<file path="src/design/wsp_pkg.sv">
`timescale 1ns / 1ps
package wsp_pkg;
  typedef enum logic [2:0] {
    PH_RIFF = 3'd0,
    PH_HDR  = 3'd1,
    PH_FMT  = 3'd2,
    PH_SKIP = 3'd3,
    PH_DATA = 3'd4,
    PH_DONE = 3'd5,
    PH_ERR  = 3'd6
  } phase_t;

  localparam logic [3:0] ST_OK          = 4'd0;
  localparam logic [3:0] ST_TOO_SMALL   = 4'd1;
  localparam logic [3:0] ST_NOT_WAV     = 4'd2;
  localparam logic [3:0] ST_TRUNC_FMT   = 4'd3;
  localparam logic [3:0] ST_DATA_EARLY  = 4'd4;
  localparam logic [3:0] ST_BAD_FORMAT  = 4'd5;
  localparam logic [3:0] ST_ZERO_CHAN   = 4'd6;
  localparam logic [3:0] ST_BAD_FRAME   = 4'd7;
  localparam logic [3:0] ST_NO_FRAMES   = 4'd8;
  localparam logic [3:0] ST_BAD_DEPTH   = 4'd9;
  localparam logic [3:0] ST_NO_DATA     = 4'd10;

  localparam logic [31:0] TAG_RIFF = 32'h52494646;
  localparam logic [31:0] TAG_WAVE = 32'h57415645;
  localparam logic [31:0] TAG_FMT  = 32'h666D7420;
  localparam logic [31:0] TAG_DATA = 32'h64617461;
  localparam logic [32:0] MIN_FILE_BYTES = 33'd44;
  localparam logic [15:0] FMT_PCM   = 16'd1;
  localparam logic [15:0] FMT_FLOAT = 16'd3;

  // result item handed from the parser to the output stage
  typedef struct packed {
    logic [31:0] sample_bits;
    logic        sample_valid;
    logic        finished;
    logic [3:0]  status;
    logic [31:0] rate_found;
  } res_t;

  // exact int16 / 32768 as IEEE single
  function automatic logic [31:0] pcm_to_float(input logic [15:0] s);
    logic        sgn;
    logic [15:0] mag;
    logic [4:0]  msb;
    logic [7:0]  ex;
    logic [22:0] man;
    logic [15:0] sh;
    sgn = s[15];
    mag = sgn ? (~s + 16'd1) : s;
    msb = 5'd0;
    for (int i = 0; i < 16; i++) begin
      if (mag[i]) msb = 5'(i);
    end
    sh = mag << (5'd15 - msb);
    man = {sh[14:0], 8'd0};
    ex = 8'(8'd112 + {3'd0, msb});
    if (mag == 16'd0) pcm_to_float = 32'd0;
    else pcm_to_float = {sgn, ex, man};
  endfunction

  // float magnitude compare: a > b, false if either is NaN
  function automatic logic mag_gt(input logic [30:0] a, input logic [30:0] b);
    logic a_nan;
    logic b_nan;
    a_nan = (a[30:23] == 8'hFF) && (a[22:0] != 23'd0);
    b_nan = (b[30:23] == 8'hFF) && (b[22:0] != 23'd0);
    mag_gt = !a_nan && !b_nan && (a > b);
  endfunction
endpackage

</file>
<file path="src/design/wsp_frame.sv">
`timescale 1ns / 1ps
module wsp_frame (
  input  logic        clk,
  input  logic        rst_n,
  input  logic        clr,        // reset of frame state (end of file)
  input  logic        byte_en,    // data byte of a supported depth
  input  logic [7:0]  byte_in,
  input  logic        is_pcm,
  input  logic [15:0] channel_total,
  output logic        frame_done,
  output logic [31:0] frame_value
);
  import wsp_pkg::*;

  logic [1:0]  byte_in_sample_r, byte_in_sample_nxt;
  logic [23:0] sample_shift_r, sample_shift_nxt;
  logic [15:0] channel_index_r, channel_index_nxt;
  logic [31:0] best_value_r, best_value_nxt;
  logic [31:0] word;
  logic [31:0] v;
  logic [31:0] best_upd;
  logic        last_byte;
  logic [16:0] ch_inc;

  always_comb begin
    word = {byte_in, sample_shift_r};
    last_byte = is_pcm ? (byte_in_sample_r == 2'd1) : (byte_in_sample_r == 2'd3);
    v = is_pcm ? pcm_to_float({byte_in, sample_shift_r[7:0]}) : word;
    best_upd = mag_gt(v[30:0], best_value_r[30:0]) ? v : best_value_r;
    ch_inc = {1'b0, channel_index_r} + 17'd1;
    byte_in_sample_nxt = byte_in_sample_r;
    sample_shift_nxt = sample_shift_r;
    channel_index_nxt = channel_index_r;
    best_value_nxt = best_value_r;
    frame_done = 1'b0;
    frame_value = best_upd;
    if (byte_en) begin
      if (last_byte) begin
        byte_in_sample_nxt = 2'd0;
        sample_shift_nxt = 24'd0;
        if (ch_inc >= {1'b0, channel_total}) begin
          frame_done = 1'b1;
          best_value_nxt = 32'd0;
          channel_index_nxt = 16'd0;
        end else begin
          best_value_nxt = best_upd;
          channel_index_nxt = ch_inc[15:0];
        end
      end else begin
        case (byte_in_sample_r)
          2'd0: sample_shift_nxt[7:0] = byte_in;
          2'd1: sample_shift_nxt[15:8] = byte_in;
          default: sample_shift_nxt[23:16] = byte_in;
        endcase
        byte_in_sample_nxt = byte_in_sample_r + 2'd1;
      end
    end
    if (clr) begin
      byte_in_sample_nxt = 2'd0;
      sample_shift_nxt = 24'd0;
      channel_index_nxt = 16'd0;
      best_value_nxt = 32'd0;
    end
  end

  always_ff @(posedge clk) begin
    if (!rst_n) begin
      byte_in_sample_r <= 2'd0;
      sample_shift_r <= 24'd0;
      channel_index_r <= 16'd0;
      best_value_r <= 32'd0;
    end else begin
      byte_in_sample_r <= byte_in_sample_nxt;
      sample_shift_r <= sample_shift_nxt;
      channel_index_r <= channel_index_nxt;
      best_value_r <= best_value_nxt;
    end
  end
endmodule

</file>
<file path="src/design/wsp_parse.sv">
`timescale 1ns / 1ps
module wsp_parse (
  input  logic        clk,
  input  logic        rst_n,
  input  logic        step,       // one registered byte is processed
  input  logic [7:0]  byte_in,
  input  logic        eof,
  output logic        res_take,
  output wsp_pkg::res_t res
);
  import wsp_pkg::*;

  phase_t      phase_r, phase_nxt;
  logic [32:0] byte_count_r, byte_count_nxt;
  logic [31:0] chunk_tag_r, chunk_tag_nxt;
  logic [32:0] rem_r, rem_nxt;
  logic [15:0] format_r, format_nxt;
  logic [15:0] chan_r, chan_nxt;
  logic [15:0] depth_r, depth_nxt;
  logic [31:0] rate_r, rate_nxt;
  logic        fmt_seen_r, fmt_seen_nxt;
  logic        fcs_r, fcs_nxt;
  logic [3:0]  err_r, err_nxt;
  logic [2:0]  hdr_pos_r, hdr_pos_nxt;
  logic [3:0]  fmt_pos_r, fmt_pos_nxt;
  logic [31:0] odd_r, odd_nxt;

  logic        depth_ok, is_pcm, data_en, frame_done;
  logic [31:0] frame_value;
  logic [31:0] tag_sh;
  logic [32:0] size, rem_dec, pad;
  logic [31:0] frame_bytes;
  logic [32:0] odd_inc;
  logic [32:0] cnt_inc;
  logic [3:0]  st;

  assign depth_ok = (format_r == FMT_PCM && depth_r == 16'd16) ||
                    (format_r == FMT_FLOAT && depth_r == 16'd32);
  assign is_pcm = (format_r == FMT_PCM);
  assign data_en = step && (phase_r == PH_DATA) && depth_ok;
  assign frame_bytes = {16'd0, 3'd0, depth_r[15:3]} * {16'd0, chan_r};

  wsp_frame u_frame (
    .clk(clk), .rst_n(rst_n), .clr(step && eof), .byte_en(data_en),
    .byte_in(byte_in), .is_pcm(is_pcm), .channel_total(chan_r),
    .frame_done(frame_done), .frame_value(frame_value)
  );

  always_comb begin
    phase_nxt = phase_r; chunk_tag_nxt = chunk_tag_r; rem_nxt = rem_r;
    format_nxt = format_r; chan_nxt = chan_r; depth_nxt = depth_r; rate_nxt = rate_r;
    fmt_seen_nxt = fmt_seen_r; fcs_nxt = fcs_r; err_nxt = err_r;
    hdr_pos_nxt = hdr_pos_r; fmt_pos_nxt = fmt_pos_r; odd_nxt = odd_r;
    tag_sh = {chunk_tag_r[23:0], byte_in};
    rem_dec = rem_r - 33'd1;
    size = {byte_in[0], rem_r[31:0]};
    pad = size + {32'd0, size[0]};
    odd_inc = {1'b0, odd_r} + 33'd1;
    cnt_inc = byte_count_r + 33'd1;
    byte_count_nxt = (&byte_count_r) ? byte_count_r : cnt_inc;
    unique case (phase_r)
      PH_RIFF: begin
        chunk_tag_nxt = tag_sh;
        if (byte_count_r == 33'd3 && tag_sh != TAG_RIFF) begin
          err_nxt = ST_NOT_WAV; phase_nxt = PH_ERR;
        end else if (byte_count_r == 33'd11) begin
          if (tag_sh != TAG_WAVE) begin
            err_nxt = ST_NOT_WAV; phase_nxt = PH_ERR;
          end else begin
            phase_nxt = PH_HDR; hdr_pos_nxt = 3'd0;
          end
        end
      end
      PH_HDR: begin
        hdr_pos_nxt = hdr_pos_r + 3'd1;
        if (!hdr_pos_r[2]) begin
          chunk_tag_nxt = tag_sh;
          if (hdr_pos_r == 3'd0) rem_nxt = 33'd0;
        end else begin
          case (hdr_pos_r[1:0])
            2'd0: rem_nxt[7:0] = byte_in;
            2'd1: rem_nxt[15:8] = byte_in;
            2'd2: rem_nxt[23:16] = byte_in;
            default: rem_nxt[31:24] = byte_in;
          endcase
        end
        if (hdr_pos_r == 3'd7) begin
          hdr_pos_nxt = 3'd0;
          size = {1'b0, byte_in, rem_r[23:0]};
          pad = size + {32'd0, size[0]};
          if (chunk_tag_r == TAG_FMT) begin
            if (size < 33'd16) begin
              err_nxt = ST_TRUNC_FMT; phase_nxt = PH_ERR;
            end else begin
              fmt_pos_nxt = 4'd0; phase_nxt = PH_FMT; rem_nxt = size;
            end
          end else if (chunk_tag_r == TAG_DATA) begin
            rem_nxt = size;
            if (!fmt_seen_r) begin
              err_nxt = ST_DATA_EARLY; phase_nxt = PH_ERR;
            end else if (format_r != FMT_PCM && format_r != FMT_FLOAT) begin
              err_nxt = ST_BAD_FORMAT; phase_nxt = PH_ERR;
            end else if (chan_r == 16'd0) begin
              err_nxt = ST_ZERO_CHAN; phase_nxt = PH_ERR;
            end else if (frame_bytes == 32'd0) begin
              err_nxt = ST_BAD_FRAME; phase_nxt = PH_ERR;
            end else begin
              phase_nxt = (size == 33'd0) ? PH_DONE : PH_DATA;
            end
          end else begin
            rem_nxt = pad;
            phase_nxt = (pad == 33'd0) ? PH_HDR : PH_SKIP;
          end
        end
      end
      PH_FMT: begin
        case (fmt_pos_r)
          4'd0: format_nxt = {8'd0, byte_in};
          4'd1: format_nxt[15:8] = byte_in;
          4'd2: chan_nxt = {8'd0, byte_in};
          4'd3: chan_nxt[15:8] = byte_in;
          4'd4: rate_nxt = {24'd0, byte_in};
          4'd5: rate_nxt[15:8] = byte_in;
          4'd6: rate_nxt[23:16] = byte_in;
          4'd7: rate_nxt[31:24] = byte_in;
          4'd14: depth_nxt = {8'd0, byte_in};
          4'd15: depth_nxt[15:8] = byte_in;
          default: ;
        endcase
        fmt_pos_nxt = fmt_pos_r + 4'd1;
        if (fmt_pos_r == 4'd15) begin
          fmt_seen_nxt = 1'b1;
          rem_nxt = rem_r - 33'd16 + {32'd0, rem_r[0]};
          phase_nxt = (rem_nxt == 33'd0) ? PH_HDR : PH_SKIP;
          hdr_pos_nxt = 3'd0;
        end
      end
      PH_SKIP: begin
        rem_nxt = rem_dec;
        if (rem_dec == 33'd0) begin
          phase_nxt = PH_HDR; hdr_pos_nxt = 3'd0;
        end
      end
      PH_DATA: begin
        rem_nxt = rem_dec;
        if (depth_ok) begin
          if (frame_done) fcs_nxt = 1'b1;
        end else if (!fcs_r) begin
          odd_nxt = odd_inc[31:0];
          if (odd_inc >= {1'b0, frame_bytes}) fcs_nxt = 1'b1;
        end
        if (rem_dec == 33'd0) phase_nxt = PH_DONE;
      end
      default: ;
    endcase

    // status at end of file, from the post-byte state (saturated byte count)
    if (byte_count_nxt < MIN_FILE_BYTES) st = ST_TOO_SMALL;
    else if (err_nxt != ST_OK) st = err_nxt;
    else if (phase_nxt == PH_DATA || phase_nxt == PH_DONE)
      st = !fcs_nxt ? ST_NO_FRAMES : (!depth_ok ? ST_BAD_DEPTH : ST_OK);
    else if (phase_nxt == PH_FMT) st = ST_TRUNC_FMT;
    else st = ST_NO_DATA;

    res.sample_valid = data_en && frame_done;
    res.sample_bits = res.sample_valid ? frame_value : 32'd0;
    res.finished = eof;
    res.status = eof ? st : ST_OK;
    res.rate_found = (eof && st == ST_OK) ? rate_nxt : 32'd0;
    res_take = step && (res.sample_valid || eof);
  end

  always_ff @(posedge clk) begin
    if (!rst_n || (step && eof)) begin
      phase_r <= PH_RIFF; byte_count_r <= 33'd0; chunk_tag_r <= 32'd0; rem_r <= 33'd0;
      format_r <= 16'd0; chan_r <= 16'd0; depth_r <= 16'd0; rate_r <= 32'd0;
      fmt_seen_r <= 1'b0; fcs_r <= 1'b0; err_r <= ST_OK;
      hdr_pos_r <= 3'd0; fmt_pos_r <= 4'd0; odd_r <= 32'd0;
    end else if (step) begin
      phase_r <= phase_nxt; byte_count_r <= byte_count_nxt; chunk_tag_r <= chunk_tag_nxt;
      rem_r <= rem_nxt; format_r <= format_nxt; chan_r <= chan_nxt; depth_r <= depth_nxt;
      rate_r <= rate_nxt; fmt_seen_r <= fmt_seen_nxt; fcs_r <= fcs_nxt; err_r <= err_nxt;
      hdr_pos_r <= hdr_pos_nxt; fmt_pos_r <= fmt_pos_nxt; odd_r <= odd_nxt;
    end
  end
endmodule

</file>
<file path="src/design/wav_stream_parse_mono.sv">
`timescale 1ns / 1ps
// Byte-serial RIFF/WAVE parser with a mono IEEE-single sample output.
// Input channel (in_valid/in_ready): one file byte per item, in_end_of_file
//   on the last byte of a file. The next file starts on the following item.
// Output channel (out_valid/out_ready): one item per finished frame (largest
//   magnitude channel, PCM scaled by 1/32768) and one on the last byte carrying
//   finished, status and rate_found; both can come in the same item.
// Path: a byte is accepted into the input register, then passes through the parse
//   logic into the output register; a stall can hold it in the input register.
//   Throughput: one byte per cycle while the output is not stalled; the per-byte
//   decision logic and the frame compare sit in one stage.
// Stall: an item waits in the output register; the input register advances
//   into the parser only when the output register is free or being drained, so
//   in_ready drops while both registers hold items and out_ready is low.
// Reset: synchronous active-low rst_n returns to the RIFF header phase with
//   all format state cleared; no item pending on either side.
module wav_stream_parse_mono (
  input  logic        clk,
  input  logic        rst_n,
  input  logic        in_valid,
  output logic        in_ready,
  input  logic [7:0]  in_file_byte,
  input  logic        in_end_of_file,
  output logic        out_valid,
  input  logic        out_ready,
  output logic [31:0] out_sample_bits,
  output logic        out_sample_valid,
  output logic        out_finished,
  output logic [3:0]  out_status,
  output logic [31:0] out_rate_found
);
  import wsp_pkg::*;

  logic       ib_valid_r;
  logic [7:0] ib_byte_r;
  logic       ib_eof_r;
  logic       ob_valid_r;
  res_t       ob_r;
  res_t       res;
  logic       res_take;
  logic       step;

  // input byte moves into the parser when the output slot can take a result
  assign step = ib_valid_r && (!ob_valid_r || out_ready);
  assign in_ready = !ib_valid_r || step;

  wsp_parse u_parse (
    .clk(clk), .rst_n(rst_n), .step(step), .byte_in(ib_byte_r), .eof(ib_eof_r),
    .res_take(res_take), .res(res)
  );

  always_ff @(posedge clk) begin
    if (!rst_n) begin
      ib_valid_r <= 1'b0;
      ob_valid_r <= 1'b0;
    end else begin
      if (in_ready) ib_valid_r <= in_valid;
      if (res_take) ob_valid_r <= 1'b1;
      else if (out_ready) ob_valid_r <= 1'b0;
    end
  end

  always_ff @(posedge clk) begin
    if (in_ready && in_valid) begin
      ib_byte_r <= in_file_byte;
      ib_eof_r <= in_end_of_file;
    end
    if (res_take) ob_r <= res;
  end

  assign out_valid = ob_valid_r;
  assign out_sample_bits = ob_r.sample_bits;
  assign out_sample_valid = ob_r.sample_valid;
  assign out_finished = ob_r.finished;
  assign out_status = ob_r.status;
  assign out_rate_found = ob_r.rate_found;
endmodule
</file>
<file path="config.mk">
export PLATFORM = sky130hd
export DESIGN_NAME = wav_stream_parse_mono
export DESIGN_NICKNAME = d
export VERILOG_FILES = /design/src/design/wsp_pkg.sv /design/src/design/wsp_frame.sv /design/src/design/wsp_parse.sv /design/src/design/wav_stream_parse_mono.sv
export SDC_FILE = /design/constraint.sdc
export NUM_CORES = 2
export LEC_CHECK = 0
export BUFFER_PORTS_ARGS = -buffer_cell sky130_fd_sc_hd__clkbuf_2
export CORE_ASPECT_RATIO = 1.1
export CORE_MARGIN = 2
export CORE_UTILIZATION = 60
export DETAILED_ROUTE_END_ITERATION = 10
export PLACE_DENSITY = 0.8
export SLEW_MARGIN = 20
export SYNTH_ARGS = -nofsm -noshare
export SYNTH_HDL_FRONTEND = slang
export SYNTH_SLANG_ARGS = --single-unit
</file>
<file path="constraint.sdc">
create_clock -name clk -period 11.05 [get_ports clk]
set_input_delay 2.21 -clock clk [delete_from_list [all_inputs] [get_ports clk]]
set_output_delay 2.21 -clock clk [all_outputs]
set_load 0.03 [all_outputs]
</file>
==> results.cfg <==
[status]
status = finished clean

[worst_hold_path]
hold_class = reg2reg
holdCritStartpoint = u_parse.format_r[15]

[die]
initial_utilization_pct = 61.0
die_area_um2 = 54200
ios = 85
die_width_um = 222
coreArea_um2 = 51500
rows = 87
die_h_um = 244

[logic_synthesis]
syn_inst = 3927
synth_nets = 4265
synth_edf_count = 79
yosys_warnings = 0
synth_area_um2 = 31400
ys_types = 101
synth_seq_area_share_pct = 26.8
avgSynthCellArea_um2 = 8.00
synth-main-ff-cell = dfxtp_1
synthArstFlopShare_pct = 0
synth-seq-cells = 381

[critical_path]
path_delay_family = adder cells
path_class = reg2reg
arrival_ns = 9.39
crit_path_start_kind = flop
cp_max_fo = 32
cp_slowest_cell = dfxtp_1
slowest_delay_ns = 0.76
crit_path_start = u_parse.chan_r[8]
required_ns = 11.49
timing.rr.start = u_parse.chan_r[8]
cpMostUsedCell = fa_1
cp.buffers_inverters = 4
crit_path_end_kind = flop

[layout]
num-nets-final = 4130
final_cell_mix = nand2_1 (491), nor2_1 (364), dfxtp_1 (302)
drive_gt1_share_pct = 6.69
n_fill_cell = 4405
final_common_cell = nand2_1
multi_input_area_um2 = 21000
regArea_um2 = 8420
area_growth_pct = 5.89
antennaDiodeCount = 0

[route]
drt_iter0_markers = 3028
wl_um = 91400
vias = 29300
vias_per_cell = 6.53
dr.pass1.iters = 6
drt.antenna.violating_nets = 0
wire_per_inst_um = 20.3
drc_errors = 0

[global_route]
grt_usage_pct = 33.2
grt-ovfl-total = 0
antenna_found_initial = 1
grt_pass1_vias = 27600
grt_max_degree = 91
grt_pass1_wl_um = 147000

[timing]
slew_headroom_pct = 22.4
hold_violations = 0
fin_skew_ns = 0.0311
max_freq_ghz = 0.112
worst_pin_slew_ns = 1.15
layout_setup_ws_ns = 2.10
maxSlewViolCount = 0
rsz0062_at_grt = no
min_period_ns = 8.95
setup_violations = 0
finalSetupTns_ns = 0
fin_crit_sh_pct = 81.0

[cts]
cts-root-buf = clkbuf_16
path_clk_slew_ns = 0.06
htreeDepth = 2
cts_hold_buf = 0
postCtsSetupBuffers = 0
post_cts_resized = 0
cts_tree = done
cts_made_buffers = 44
max-clock-path-buffers = 3
clk-insertion-delay-late_ns = 0.60
cts.sinks = 381

[power_and_ir_drop]
power.share.clock_pct = 45.4
cellLeakagePower_nw = 12.5
p_int_mw = 2.37
ir_drop_mv = 0.133
power_frac_comb_pct = 10.4
switching_share_pct = 27.4
p_sw_mw = 0.894
p_per_area_nw_per_um2 = 98.3
p_seq_share_pct = 44.2

[place]
gp_congestion = 0.999
dp_slack_ns = 2.08
numPortBuffers = 84
hpwl_um = 64200

[flow_run]
maxCapViolCount = 0
==> cell families after synthesis <==
family / count (synthesis) / share of synthesized area (%)
AOI/OAI and AO/OA: 890 / 19.1
xor gates and xnor gates: 189 / 5.38
adders and majority gates: 325 / 16.6
buffers and inverters: 520 / 6.44
DFF: 381 / 26.8
muxes: 32 / 1.02
and+or+nand+nor: 1590 / 24.6
==> cell type report <==
class,instances,share of cell area (%)
repair buffers,116,1.99
multi-input cells,3026,63.2
flip-flops and latches,381,25.3
clock inverters,25,0.745
inverters,223,2.52
clock buffers,57,3.71
well taps,667,2.51
==> cells in the mapped netlist (63+ instances only) <==
cell | n | area [µm²]
and2_1 | 108 | 676
a21oi_1 | 253 | 1270
nand3_1 | 173 | 866
dfxtp_1 | 302 | 6050
inv_1 | 223 | 837
xnor2_1 | 100 | 876
o21ai_0 | 152 | 761
nor2_1 | 366 | 1370
clkbuf_1 | 259 | 972
xor2_1 | 86 | 753
nand2_1 | 493 | 1850
nor3_1 | 85 | 425
ha_1 | 171 | 2140
nand4_1 | 63 | 394
fa_1 | 154 | 3080
edfxtp_1 | 79 | 2370
==> stage by stage <==
| step | instances | utilization (%) | cell area (µm²) | hold slack, ns | power, mW |
|---|---|---|---|---|---|
| floorplan | 3927 | - | 31400 | 0.432 | 1.72 |
| detailed placement | 4413 | 61.7 | 31800 | 0.447 | 1.80 |
| global route | 4495 | 64.6 | 33200 | 0.472 | 3.36 |
| global placement | 4413 | 61.7 | 31700 | 0.442 | 1.80 |
| finish | 4495 | 64.6 | 33200 | 0.457 | 3.27 |
| CTS | 4495 | 64.6 | 33200 | 0.455 | 3.27 |
==> metal layers <==
metal	GRT usage [%]	share of wire [%]	wire length (µm)
met2	53.5	46	42200
met1	43.1	40	36300
met5	0	0.014	13
met4	18.4	5.6	5090
met3	4.74	8.5	7740
==> sequential cells by signal, indices dropped and copies added, names as in the netlist, 2 cells and up <==
name / cells
u_parse.byte_count_r: 33
u_parse.rem_r: 33
out_rate_found: 32
out_sample_bits: 32
u_parse.chunk_tag_r: 32
u_parse.odd_r: 32
u_parse.rate_r: 32
u_parse.u_frame.best_value_r: 32
u_parse.u_frame.sample_shift_r: 24
u_parse.chan_r: 16
u_parse.depth_r: 16
u_parse.format_r: 16
u_parse.u_frame.channel_index_r: 16
ib_byte_r: 8
out_status: 4
u_parse.err_r: 4
u_parse.fmt_pos_r: 4
u_parse.hdr_pos_r: 3
u_parse.phase_r: 3
u_parse.u_frame.byte_in_sample_r: 2
==> power by group through the flow <==
| stage | Sequential, mW | Clock [mW] | Combinational (mW) |
|---|---|---|---|
| 2_1_floorplan | 1.47 | 0 | 0.249 |
| 3_3_place_gp | 1.47 | 0 | 0.326 |
| 3_5_place_dp | 1.47 | 0 | 0.328 |
| 4_1_cts | 1.44 | 1.50 | 0.329 |
| 5_1_grt | 1.45 | 1.55 | 0.364 |
| 6_report | 1.44 | 1.48 | 0.339 |
==> worst register-to-register path, cell delays in order (launching register included) <==
cell and delay [ns]:
dfxtp_1 0.76, nand2_1 0.17, fa_1 0.57, inv_1 0.06, fa_1 0.52, inv_1 0.05
fa_1 0.53, fa_1 0.44, fa_1 0.57, inv_1 0.05, ha_1 0.36, a21o_1 0.20
or3_1 0.33, o211ai_1 0.34, a31oi_1 0.23, nor4_1 0.44, o31ai_1 0.15, a21oi_1 0.20
xor2_1 0.25, inv_1 0.07, ha_1 0.29, a2111oi_0 0.34, o21ai_0 0.14, or3_1 0.43
o31ai_1 0.32, nand3_1 0.12, a2111o_2 0.65, a21oi_1 0.25
==> worst paths after layout <==
path                            slack, ns              endpoint  cells past startpoint
worst max-delay path                 2.10     out_rate_found[6]                     27
worst min-delay path                 0.46  u_parse.format_r[15]                      2
worst max register to register       2.10     out_rate_found[6]                     27
worst min register to register       0.46  u_parse.format_r[15]                      2
(Power assumes the default switching activity.)
